==> src/design/mmsef_pkg.sv <==
// ----------------------------------------------------------------------------
// mmsef_pkg
// Shared constants and types of the mask majority smoother with edge fill.
// ----------------------------------------------------------------------------
package mmsef_pkg;

  localparam int unsigned MAX_WIDTH_DEF = 1024;
  localparam int unsigned NUM_PANES_DEF = 3;

  localparam int unsigned PANE_W = 16;   // one colour value
  localparam int unsigned MASK_W = 8;    // mask byte
  localparam int unsigned CFG_W  = 11;   // configuration register width
  localparam int unsigned ROW_W  = 11;   // row counter width
  localparam int unsigned DATA_W = 56;   // mask byte plus three panes
  localparam int unsigned SUM_W  = 19;   // sum of up to eight colours
  localparam int unsigned CNT_W  = 4;    // count of up to eight neighbors

  localparam logic [MASK_W-1:0] SET_LEVEL  = 8'd128;
  localparam logic [MASK_W-1:0] FULL_MASK  = 8'hFF;
  localparam logic [CNT_W-1:0]  MAJORITY   = 4'd5;
  localparam logic [ROW_W-1:0]  MAX_HEIGHT = 11'd1024;

  typedef enum logic [0:0] {
    REG_IMAGE_WIDTH  = 1'b0,
    REG_IMAGE_HEIGHT = 1'b1
  } cfg_reg_e;

  typedef enum logic [4:0] {
    ST_IDLE = 5'b00001,
    ST_LOAD = 5'b00010,
    ST_SUM  = 5'b00100,
    ST_DIV  = 5'b01000,
    ST_OUT  = 5'b10000
  } state_e;

  // Vote result of the current 3x3 window.
  typedef struct packed {
    logic             set;
    logic             fill;
    logic [CNT_W-1:0] cnt;
  } fill_t;

endpackage

==> src/design/mmsef_fill.sv <==
// ----------------------------------------------------------------------------
// mmsef_fill
// Majority vote over the 3x3 window and border-neighbor sums for edge fill.
// ----------------------------------------------------------------------------
module mmsef_fill #(
  parameter int unsigned PANES = 3
) (
  input  logic [2:0][2:0]                                mwin_i,
  input  logic [2:0][2:0][PANES*mmsef_pkg::PANE_W-1:0]   cwin_i,
  output mmsef_pkg::fill_t                               fill_o,
  output logic [PANES-1:0][mmsef_pkg::SUM_W-1:0]         sum_o
);

  localparam int unsigned PW = PANES * mmsef_pkg::PANE_W;

  logic [mmsef_pkg::CNT_W-1:0] ones;
  logic [mmsef_pkg::CNT_W-1:0] cnt;
  logic [7:0]                  en;
  logic [7:0][PW-1:0]          nb;

  always_comb begin
    ones = '0;
    for (int r = 0; r < 3; r++) begin
      for (int k = 0; k < 3; k++) begin
        ones = ones + mmsef_pkg::CNT_W'(mwin_i[r][k]);
      end
    end
  end

  // Border tests; bottom-center reuses the top-center test.
  always_comb begin
    en[0] = mwin_i[0][0] && (!mwin_i[1][0] || !mwin_i[0][1]);
    en[1] = mwin_i[0][1] && (!mwin_i[0][0] || !mwin_i[0][2]);
    en[2] = mwin_i[0][2] && (!mwin_i[1][2] || !mwin_i[0][1]);
    en[3] = mwin_i[1][0] && (!mwin_i[0][0] || !mwin_i[2][0]);
    en[4] = mwin_i[1][2] && (!mwin_i[0][2] || !mwin_i[2][2]);
    en[5] = mwin_i[2][0] && (!mwin_i[1][0] || !mwin_i[2][1]);
    en[6] = mwin_i[2][1] && (!mwin_i[0][0] || !mwin_i[0][2]);
    en[7] = mwin_i[2][2] && (!mwin_i[1][2] || !mwin_i[2][1]);
    nb[0] = cwin_i[0][0];
    nb[1] = cwin_i[0][1];
    nb[2] = cwin_i[0][2];
    nb[3] = cwin_i[1][0];
    nb[4] = cwin_i[1][2];
    nb[5] = cwin_i[2][0];
    nb[6] = cwin_i[2][1];
    nb[7] = cwin_i[2][2];
  end

  always_comb begin
    cnt = '0;
    for (int i = 0; i < 8; i++) begin
      cnt = cnt + mmsef_pkg::CNT_W'(en[i]);
    end
  end

  always_comb begin
    for (int p = 0; p < PANES; p++) begin
      sum_o[p] = '0;
      for (int i = 0; i < 8; i++) begin
        if (en[i]) begin
          sum_o[p] = sum_o[p] +
                     mmsef_pkg::SUM_W'(nb[i][p*mmsef_pkg::PANE_W +: mmsef_pkg::PANE_W]);
        end
      end
    end
  end

  assign fill_o.set  = (ones >= mmsef_pkg::MAJORITY);
  assign fill_o.fill = (ones >= mmsef_pkg::MAJORITY) && !mwin_i[1][1];
  assign fill_o.cnt  = cnt;

endmodule

==> config.mk <==
export PLATFORM = sky130hd
export DESIGN_NAME = mmsef_fill
export DESIGN_NICKNAME = d
export VERILOG_FILES = /design/src/design/mmsef_pkg.sv /design/src/design/mmsef_fill.sv
export SDC_FILE = /design/constraint.sdc
export NUM_CORES = 1
export LEC_CHECK = 0
export ABC_AREA = 0
export CAP_MARGIN = 25
export CORE_ASPECT_RATIO = 1.25
export CORE_MARGIN = 2
export CORE_UTILIZATION = 25
export DETAILED_ROUTE_END_ITERATION = 7
export DONT_BUFFER_PORTS = 1
export GPL_ROUTABILITY_DRIVEN = 0
export GPL_TIMING_DRIVEN = 0
export SLEW_MARGIN = 20
export SYNTH_ARGS = -nofsm -noshare
export SYNTH_HDL_FRONTEND = slang
export SYNTH_SLANG_ARGS = --single-unit
==> constraint.sdc <==
create_clock -name vclk -period 21.8
set_clock_uncertainty 0.1 [all_clocks]
set_input_delay 0 -clock vclk [all_inputs]
set_output_delay 0 -clock vclk [all_outputs]
set_load 0.05 [all_outputs]
==> results by group <==
Drt
  • Vias/cell: 5.46
  • WL final: 96700 um
  • Wire length per cell: 24.2 um
  • First-pass iteration count of the detailed router: 5
  • DRC Markers: 0
  • Routed vias: 21799
  • Iter 0 DRT Violations: 1792
  • Final antenna-violating net count: 0

Timing
  • Fmax: 0.0740 GHz
  • Final Cycle Share: 62.0%
  • Worst hold slack: 0.309 ns
  • Slew @ Worst Pin: 1.08 ns
  • Fin. Hold Viols: 0
  • Final Setup Violations: 0
  • Slew HR: 27.5%
  • Fin worst setup slack: 8.28 ns
  • RSZ-0062 raised after global routing: no
  • Sum Neg Setup Slack: 0 ns
  • Period minus WS final: 13.52 ns
  • Max-slew violation count: 0

Yosys
  • Xor and xnor area share after synthesis: 12.0%
  • Avg Inst Size Synth: 6.98 um^2
  • Post-synthesis sequential area ratio: 0%
  • Synth area leader: ha_1
  • Synth Area in Simple Gates: 20.2%
  • Synthesized area: 0.0203 mm^2
  • Post-synth cell types: 98
  • Mapped Cells: 2910
  • Adder-cell share of the synthesized area: 25.7%
  • Synth area leaders: ha_1 (22%), xnor2_1 (7.5%), a21oi_1 (6.5%)
  • Yosys top cell area share: 22.5%
  • Syn. warnings: 0
  • Multiplexer share of the synthesized area: 5.84%
  • Largest family of logic cells by synthesized area: compound AO/OA/AOI/OAI gates
  • Compound-Gate Fraction of Synth Area: 31.6%
  • Post-Synthesis Net Count: 3746

Floorplan
  • Die Ht: 323 um
  • Core Area: 0.0803 mm^2
  • Die ar.: 0.0835 mm^2
  • Initial Util: 25.3%
  • Row count: 116
  • Die X: 259 um
  • # IOs: 504

Setup path
  • Startpoint Class: input pin
  • CP Buf/Inv Count: 7
  • Worst path slowest cell: nor2_1
  • Worst Path Required: 21.70 ns
  • Worst EP arrival: 13.42 ns
  • Setup crit end kind: output pin
  • CP startpoint: mwin_i[0]
  • Critical path's most frequent cell: a21oi_1
  • Max stage delay on crit path: 0.76 ns
  • CP Max Fanout: 10
  • Crit path kind: input pin to output pin
  • Top delay family on crit path: compound AO/OA/AOI/OAI gates

Clock network
  • Hold_buf cts: 0
  • # Post-CTS Setup Buffers: 0
  • PostCTS Resize Cnt: 0

Layout
  • Register area: 0 um^2
  • # clk buffers: 0
  • Seq cells: 0
  • Fin nets: 3754
  • Multi-input combinational cell area: 0.0195 mm^2
  • Synth-to-layout area growth: 7.41%
  • Non-Filler Instances: 3991
  • Filler cells: 8923
  • Fraction of layout cells with a size suffix above 1: 5.38%

Pwr
  • Clk pwr share: 0%
  • Switching share of power: 62.4%
  • Combinational Power Share: 100.0%
  • Psw: 1.56 mW
  • Leakage: 9.73 nW
  • Power Density: 114 mW/mm^2
  • Sequential cell fraction of total power: 0%
  • P_int: 936 uW
  • Worst vdd ir: 143 uV

Global route
  • Total global routing overflow: 0
  • Vias in the first global route: 20438
  • Total GRT Usage: 22.0%
  • Largest net degree at the start of global routing: 11
  • Initial antenna violation count: 33
  • First-pass GRT wire length: 136000 um

Worst hold path
  • Min-Delay Path Depth: 2
  • Hold WC Path Type: input pin to output pin
  • WHS Endpoint: fill_o[4]
  • HP Start: mwin_i[4]

Placement
  • Pre-CTS WS: 8.43 ns
  • PortBufs: 0
  • Post-placement cell count: 3978
  • Dpl hpwl: 85700 um

Status
  • Outcome: finished clean

Run
  • Max cap viols: 0
## metrics by stage
step | utilization, % | total power, mW | cell area [um^2]
after global routing | 27.2 | 2.74 | 21800
after global placement | 27.0 | 2.41 | 21600
final | 27.2 | 2.49 | 21800
after floorplan | - | 1.99 | 20300
after detailed placement | 27.1 | 2.46 | 21800
after CTS | 27.1 | 2.47 | 21800
## cells by family (layout without fill, tap and decap cells)
family,count (synthesis),in the layout
AOI/OAI and AO/OA,993,993
muxes,107,107
other,0,13
adders and majority gates,400,400
and+or+nand+nor,888,888
xor gates and xnor gates,274,274
buffers and inverters,248,254
## routing by layer
metal	track usage (%)	wire length [um]	up-vias
li1	-	-	10632
met1	25.3	38300	10224
met5	0	209	-
met3	6.03	8510	119
met4	4.59	1930	34
met2	40.2	47800	790
## layout make-up
type | count | share of cell area (%)
multi-input combinational | 2662 | 89.2
antenna | 13 | 0.149
inverter | 166 | 2.86
buffer | 82 | 1.49
timing repair buffer | 6 | 0.241
tap | 1062 | 6.09
## worst max-delay path by stage
stage	end	depth (start not counted)
floorplan	sum_o[55]	48
global placement	sum_o[55]	56
detailed placement	sum_o[54]	53
CTS	sum_o[54]	53
global route	sum_o[37]	60
finish	sum_o[54]	53
## power by group through the flow
stage / Sequential, mW / Combinational, mW / Clock (mW)
after global placement: 0 / 2.41 / 0
final: 0 / 2.49 / 0.0000000807
after global routing: 0 / 2.74 / 0.0000000680
after floorplan: 0 / 1.99 / 0
after CTS: 0 / 2.47 / 0
after detailed placement: 0 / 2.46 / 0
## cell usage in the layout, fill, tap and decap left out, drive strengths merged, types with 9 or more instances in the layout
| cell type | count |
|---|---|
| o21bai | 25 |
| and2 | 56 |
| buf | 30 |
| o21ai | 237 |
| nor2 | 266 |
| a22oi | 12 |
| inv | 163 |
| o211ai | 30 |
| ha | 365 |
| a211o | 9 |
| o31ai | 17 |
| nand3 | 50 |
| mux2i | 15 |
| nand2b | 44 |
| o2111ai | 10 |
| a31o | 10 |
| a31oi | 43 |
| clkbuf | 58 |
| or3 | 18 |
| a21oi | 267 |
| o31a | 17 |
| xnor2 | 174 |
| nor3 | 53 |
| a21o | 94 |
| and3 | 24 |
| a21boi | 11 |
| xor2 | 98 |
| a211oi | 33 |
| fa | 30 |
| o21a | 96 |
| diode | 13 |
| o41ai | 10 |
| or2 | 9 |
| mux2 | 92 |
| nor2b | 46 |
| nand2 | 283 |
## synth_stat cells (18+ instances only)
| cell type | instances |
|---|---|
| ha_1 | 365 |
| and3_1 | 24 |
| a21o_1 | 94 |
| xor2_1 | 97 |
| mux2_2 | 92 |
| nor3_1 | 53 |
| nand2b_1 | 44 |
| or3_1 | 18 |
| clkbuf_1 | 58 |
| xnor2_1 | 174 |
| o21ai_0 | 223 |
| nand2_1 | 283 |
| nor2_1 | 266 |
| o21bai_1 | 25 |
| a31oi_1 | 42 |
| o21a_1 | 96 |
| a21oi_1 | 263 |
| buf_1 | 19 |
| and2_1 | 55 |
| a211oi_1 | 33 |
| fa_1 | 30 |
| o211ai_1 | 28 |
| nor2b_1 | 46 |
| nand3_1 | 50 |
| inv_1 | 163 |
Power figures use the tool's default switching activity.
