$ cat config.mk
export PLATFORM = sky130hd
export DESIGN_NAME = mmsef_div
export DESIGN_NICKNAME = d
export VERILOG_FILES = /design/src/design/mmsef_pkg.sv /design/src/design/mmsef_div.sv
export SDC_FILE = /design/constraint.sdc
export NUM_CORES = 1
export LEC_CHECK = 0
export BUFFER_PORTS_ARGS = -buffer_cell sky130_fd_sc_hd__buf_4
export CAP_MARGIN = 15
export CORE_AREA = 2 2 119 109
export CTS_BUF_LIST = sky130_fd_sc_hd__clkbuf_8 sky130_fd_sc_hd__clkbuf_16
export CTS_CLUSTER_DIAMETER = 150
export DETAILED_ROUTE_END_ITERATION = 12
export DIE_AREA = 0 0 121 111
export SETUP_SLACK_MARGIN = 0.15
export SYNTH_ARGS = -nofsm -noshare
export SYNTH_HDL_FRONTEND = slang
export SYNTH_SLANG_ARGS = --single-unit
$ cat constraint.sdc
create_clock -name clk_i -period 2.5 [get_ports clk_i]
set_input_delay 0.5 -clock clk_i [delete_from_list [all_inputs] [get_ports clk_i]]
set_output_delay 0.5 -clock clk_i [all_outputs]
set_load 0.005 [all_outputs]
$ cat src/design/mmsef_pkg.sv
// ----------------------------------------------------------------------------
// mmsef_pkg
// Shared constants and types of the mask majority smoother with edge fill.
// ----------------------------------------------------------------------------
package mmsef_pkg;

  localparam int unsigned MAX_WIDTH_DEF = 1024;
  localparam int unsigned NUM_PANES_DEF = 3;

  localparam int unsigned PANE_W = 16;   // one colour value
  localparam int unsigned MASK_W = 8;    // mask byte
  localparam int unsigned CFG_W  = 11;   // configuration register width
  localparam int unsigned ROW_W  = 11;   // row counter width
  localparam int unsigned DATA_W = 56;   // mask byte plus three panes
  localparam int unsigned SUM_W  = 19;   // sum of up to eight colours
  localparam int unsigned CNT_W  = 4;    // count of up to eight neighbors

  localparam logic [MASK_W-1:0] SET_LEVEL  = 8'd128;
  localparam logic [MASK_W-1:0] FULL_MASK  = 8'hFF;
  localparam logic [CNT_W-1:0]  MAJORITY   = 4'd5;
  localparam logic [ROW_W-1:0]  MAX_HEIGHT = 11'd1024;

  typedef enum logic [0:0] {
    REG_IMAGE_WIDTH  = 1'b0,
    REG_IMAGE_HEIGHT = 1'b1
  } cfg_reg_e;

  typedef enum logic [4:0] {
    ST_IDLE = 5'b00001,
    ST_LOAD = 5'b00010,
    ST_SUM  = 5'b00100,
    ST_DIV  = 5'b01000,
    ST_OUT  = 5'b10000
  } state_e;

  // Vote result of the current 3x3 window.
  typedef struct packed {
    logic             set;
    logic             fill;
    logic [CNT_W-1:0] cnt;
  } fill_t;

endpackage

$ cat src/design/mmsef_div.sv
// ----------------------------------------------------------------------------
// mmsef_div
// Restoring divider, one quotient bit per cycle, one lane per pane.
// ----------------------------------------------------------------------------
module mmsef_div #(
  parameter int unsigned LANES = 3
) (
  input  logic                                    clk_i,
  input  logic                                    rst_ni,
  input  logic                                    start_i,
  input  logic [LANES-1:0][mmsef_pkg::SUM_W-1:0]  num_i,
  input  logic [mmsef_pkg::CNT_W-1:0]             den_i,
  output logic                                    busy_o,
  output logic [LANES-1:0][mmsef_pkg::PANE_W-1:0] quo_o
);

  localparam int unsigned SW    = mmsef_pkg::SUM_W;
  localparam int unsigned DW    = mmsef_pkg::CNT_W;
  localparam int unsigned STEPW = $clog2(SW + 1);

  logic                            busy_q;
  logic [STEPW-1:0]                step_q;
  logic [DW-1:0]                   den_q;
  logic [LANES-1:0][SW-1:0]        quo_q;
  logic [LANES-1:0][DW-1:0]        rem_q;
  logic [LANES-1:0][SW-1:0]        quo_d;
  logic [LANES-1:0][DW-1:0]        rem_d;
  logic [DW:0]                     sh;

  always_comb begin
    sh = '0;
    for (int l = 0; l < LANES; l++) begin
      sh = {rem_q[l], quo_q[l][SW-1]};
      if (sh >= {1'b0, den_q}) begin
        rem_d[l] = DW'(sh - {1'b0, den_q});
        quo_d[l] = {quo_q[l][SW-2:0], 1'b1};
      end else begin
        rem_d[l] = DW'(sh);
        quo_d[l] = {quo_q[l][SW-2:0], 1'b0};
      end
    end
  end

  always_ff @(posedge clk_i or negedge rst_ni) begin
    if (!rst_ni) begin
      busy_q <= 1'b0;
      step_q <= '0;
    end else if (start_i) begin
      busy_q <= 1'b1;
      step_q <= STEPW'(SW);
    end else if (busy_q) begin
      step_q <= step_q - 1'b1;
      if (step_q == STEPW'(1)) begin
        busy_q <= 1'b0;
      end
    end
  end

  always_ff @(posedge clk_i) begin
    if (start_i) begin
      den_q <= den_i;
      quo_q <= num_i;
      rem_q <= '0;
    end else if (busy_q) begin
      quo_q <= quo_d;
      rem_q <= rem_d;
    end
  end

  always_comb begin
    for (int l = 0; l < LANES; l++) begin
      quo_o[l] = quo_q[l][mmsef_pkg::PANE_W-1:0];
    end
  end

  assign busy_o = busy_q;

endmodule

==> qor.yml <==
synth:
  synth.net_count: 403
  synth_async_sr_flop_share_pct: 7.59
  synth_top_flop_cell: "sky130_fd_sc_hd__edfxtp_1"
  post_synth_instance_area_um2: 4200
  seq_area_frac_synth_pct: 52.9
  synth.largest_area_cell: "sky130_fd_sc_hd__edfxtp_1"
  post_synth_main_area_contributors: "sky130_fd_sc_hd__edfxtp_1 44%, sky130_fd_sc_hd__mux2_2 15%, sky130_fd_sc_hd__buf_4 8.9%, sky130_fd_sc_hd__dfxtp_1 5.7%, sky130_fd_sc_hd__ha_1 4.2%"
  ys_ff_latch: 79
  avgSynthCellArea_um2: 13.0
  synth-warning-count: 0
  synth_largest_type_area_fraction_pct: 43.6
  synth_edf_count: 61
  syn_inst: 322
  synth.lib_cells_used.distinct: 37
clock_network:
  h-tree-depth: 3
  root_buffer: "sky130_fd_sc_hd__clkbuf_16"
  cts.sinks: 79
  clock_tree.buffer_depth: 2
  clock_pin_slew_on_the_worst_setup_and_hold_paths_ps: 60
  cts-buffers-inserted: 9
  insertion_delay_ps: 330
  tritoncts: "built"
  postCtsSetupBuffers: 0
worst_setup_path:
  startpoint_type: "flop"
  path_max_fanout: 5
  worst-endpoint-arrival_ps: 2060
  crit_path_end_kind: "flop"
  critPathKind: "reg2reg"
  required_ps: 2580
hold_path:
  worst_hold_path_type: "in2reg"
die:
  coreArea_um2: 12300
  pin_count: 113
  initial_core_util_pct: 34.0
  area_of_the_die_um2: 13400
  die_h_um: 111
  die_w_um: 121
  row_count: 39
finish:
  fin_util_pct: 42.4
  layout.filler_cells: 1163
  drive_above_1_share_pct: 48.9
  seq_area_um2: 2220
  syn2layout_area_growth_pct: 24.6
  instances_no_fill: 561
  multiInputGateArea_um2: 1500
  diodes: 0
  final_nets: 473
sta:
  setup-violations-final: 0
  final_hold_vios: 0
  fmax_ghz: 0.507
  finalSetupTns_ps: 0
  worstMarginPinSlew_ps: 512
  worst_slew_margin_rel_pct: 65.9
  report.final.slew_viol_count: 0
  rsz0062_at_grt: "false"
  period_needed_ps: 1970
  worst_clock_skew_ps: 5.55
  final.period_utilization_pct: 78.9
drt:
  detail_route.first_pass.iterations: 4
  route.detailed.drc: 0
  detailroute.wirelength.met3_um: 606
  detailedRoute.firstIterationViolations: 198
  post_drt_via_cell_ratio: 4.76
  route.layer.met1.wl_um: 3650
  wirelength_um: 8120
  routed_wire_length_per_instance_um: 14.5
  met2_length_um: 3740
  postRouteAntennaNets: 0
  topRoutingLayerUsed: "met4"
  route.vias.total: 2668
global_routing:
  grt_first_pass_wirelength_um: 13100
  total_routing_usage_reported_by_global_routing_pct: 12.4
  grt_max_degree: 58
  first_global_vias: 2668
  number_of_antenna_violations_at_the_first_check_in_global_routing: 0
  grt.overflow.total: 0
pwr:
  switching_power_mw: 1.23
  power.switching_fraction_pct: 27.1
  power_per_cell_area_nw_per_um2: 865
  internal-power_mw: 3.30
  p_leak_nw: 2.17
  p_comb_share_pct: 26.8
  seqPwrFrac_pct: 40.7
  p_clk_share_pct: 32.6
  peakVddDrop_uv: 539
placement:
  dpl.cell_count: 544
  gp_routability_congestion: 0.918
  place.detailed.hpwl_um: 5680
  place.port_buffers: 112
outcome:
  run_status: "finished clean"
flow_run:
  maxCapViolations: 0
-- path summary, 6_finish.rpt --
kind | from | end | slack, ps | depth (start not counted)
worst max-delay path | den_q[1] | quo_o[0] | 530 | 6
min in group asynchronous | rst_ni | busy_o | 500 | 2
max in group asynchronous | rst_ni | step_q[2] | 1880 | 2
worst max register to register | den_q[1] | quo_o[0] | 530 | 6
worst min-delay path | den_i[3] | den_q[3] | 340 | 1
worst min register to register | rem_q[11] | rem_q[11] | 450 | 2
-- registers in the layout (all words and copies together) (netlist names) --
register / cells
busy_o: 1
quo_o: 48
step_q: 5
den_q: 4
quo_q: 9
rem_q: 12
-- critical path, cell delays in order (launching register included) --
cell                       delay, ps
sky130_fd_sc_hd__edfxtp_1        420
sky130_fd_sc_hd__inv_1           230
sky130_fd_sc_hd__ha_1            290
sky130_fd_sc_hd__nor2b_1         180
sky130_fd_sc_hd__o31ai_4         240
sky130_fd_sc_hd__nand2_1         110
sky130_fd_sc_hd__mux2_2          260
-- timing repair --
item,CTS,global route
hold buffers,1,0
endpoints found under the hold margin,6,0
resized for setup,0,0
-- routing by layer --
layer  up-vias  GRT usage [%]
met3        11           4.89
met5         -              0
li1       1276              -
met4         0           4.73
met1      1299           15.4
met2        82           19.4
-- final cells by class --
| class | instances | area share (%) |
|---|---|---|
| Sequential cell | 79 | 42.5 |
| Multi-Input combinational cell | 170 | 28.7 |
| Timing Repair Buffer | 118 | 17.5 |
| Clock buffer | 9 | 4.31 |
| Tap cell | 164 | 3.92 |
| Clock inverter | 7 | 2.01 |
| Inverter | 14 | 1.08 |
-- power by group through the flow --
stage	Clock, mW	Sequential (mW)	Combinational [mW]
finish	1.47	1.84	1.21
CTS	1.51	1.84	1.21
detailed placement	0	1.86	1.21
global route	1.56	1.87	1.34
global placement	0	1.86	1.18
floorplan	0	1.81	0.964
-- cell families after synthesis --
family | count (synthesis) | share of synthesized area (%)
buffers and inverters | 73 | 11.3
XOR/XNOR | 7 | 1.46
AND/OR/NAND/NOR | 52 | 6.79
flip-flops | 79 | 52.9
adder cells (fa/ha/maj) | 17 | 5.60
multiplexers | 55 | 14.7
AO/OA/AOI/OAI | 39 | 7.21
-- cells in the final DEF (no fill, tap or decap), types with 3 or more instances in the layout --
cell and count:
sky130_fd_sc_hd__bufinv_16 3, sky130_fd_sc_hd__nand3_1 6, sky130_fd_sc_hd__nor2_1 9, sky130_fd_sc_hd__edfxtp_1 61, sky130_fd_sc_hd__a32o_1 4, sky130_fd_sc_hd__mux2_2 55, sky130_fd_sc_hd__xor2_1 4, sky130_fd_sc_hd__o31a_1 3
sky130_fd_sc_hd__nand4_1 3, sky130_fd_sc_hd__o21a_2 3, sky130_fd_sc_hd__xnor2_1 3, sky130_fd_sc_hd__nor3_1 6, sky130_fd_sc_hd__dfxtp_1 12, sky130_fd_sc_hd__nand2b_1 4, sky130_fd_sc_hd__nand2_1 12, sky130_fd_sc_hd__a21oi_1 4
sky130_fd_sc_hd__and2_1 3, sky130_fd_sc_hd__buf_4 115, sky130_fd_sc_hd__o21ai_1 7, sky130_fd_sc_hd__ha_1 14, sky130_fd_sc_hd__o21ai_0 6, sky130_fd_sc_hd__nor2b_1 3, sky130_fd_sc_hd__fa_1 3, sky130_fd_sc_hd__dfrtp_1 6
sky130_fd_sc_hd__inv_1 15, sky130_fd_sc_hd__clkbuf_16 9, sky130_fd_sc_hd__nor4b_1 3, sky130_fd_sc_hd__o211ai_1 3
-- synthesized netlist by cell type (7+ instances only) --
cell and number:
sky130_fd_sc_hd__dfxtp_1 12, sky130_fd_sc_hd__buf_4 50, sky130_fd_sc_hd__mux2_2 55, sky130_fd_sc_hd__inv_1 14, sky130_fd_sc_hd__ha_1 14, sky130_fd_sc_hd__edfxtp_1 61
sky130_fd_sc_hd__o21ai_1 7, sky130_fd_sc_hd__nor2_1 9, sky130_fd_sc_hd__nand2_1 12, sky130_fd_sc_hd__buf_2 9
-- per-stage QoR --
stage	hold WS [ps]	power [mW]	instance area [um^2]	setup slack (ps)
after floorplan	204	2.77	4200	154
after global placement	312	3.04	4890	578
after detailed placement	313	3.07	4890	516
after CTS	328	4.56	5230	505
after global routing	323	4.77	5230	366
final	343	4.52	5230	528
Power figures use the tool's default switching activity.
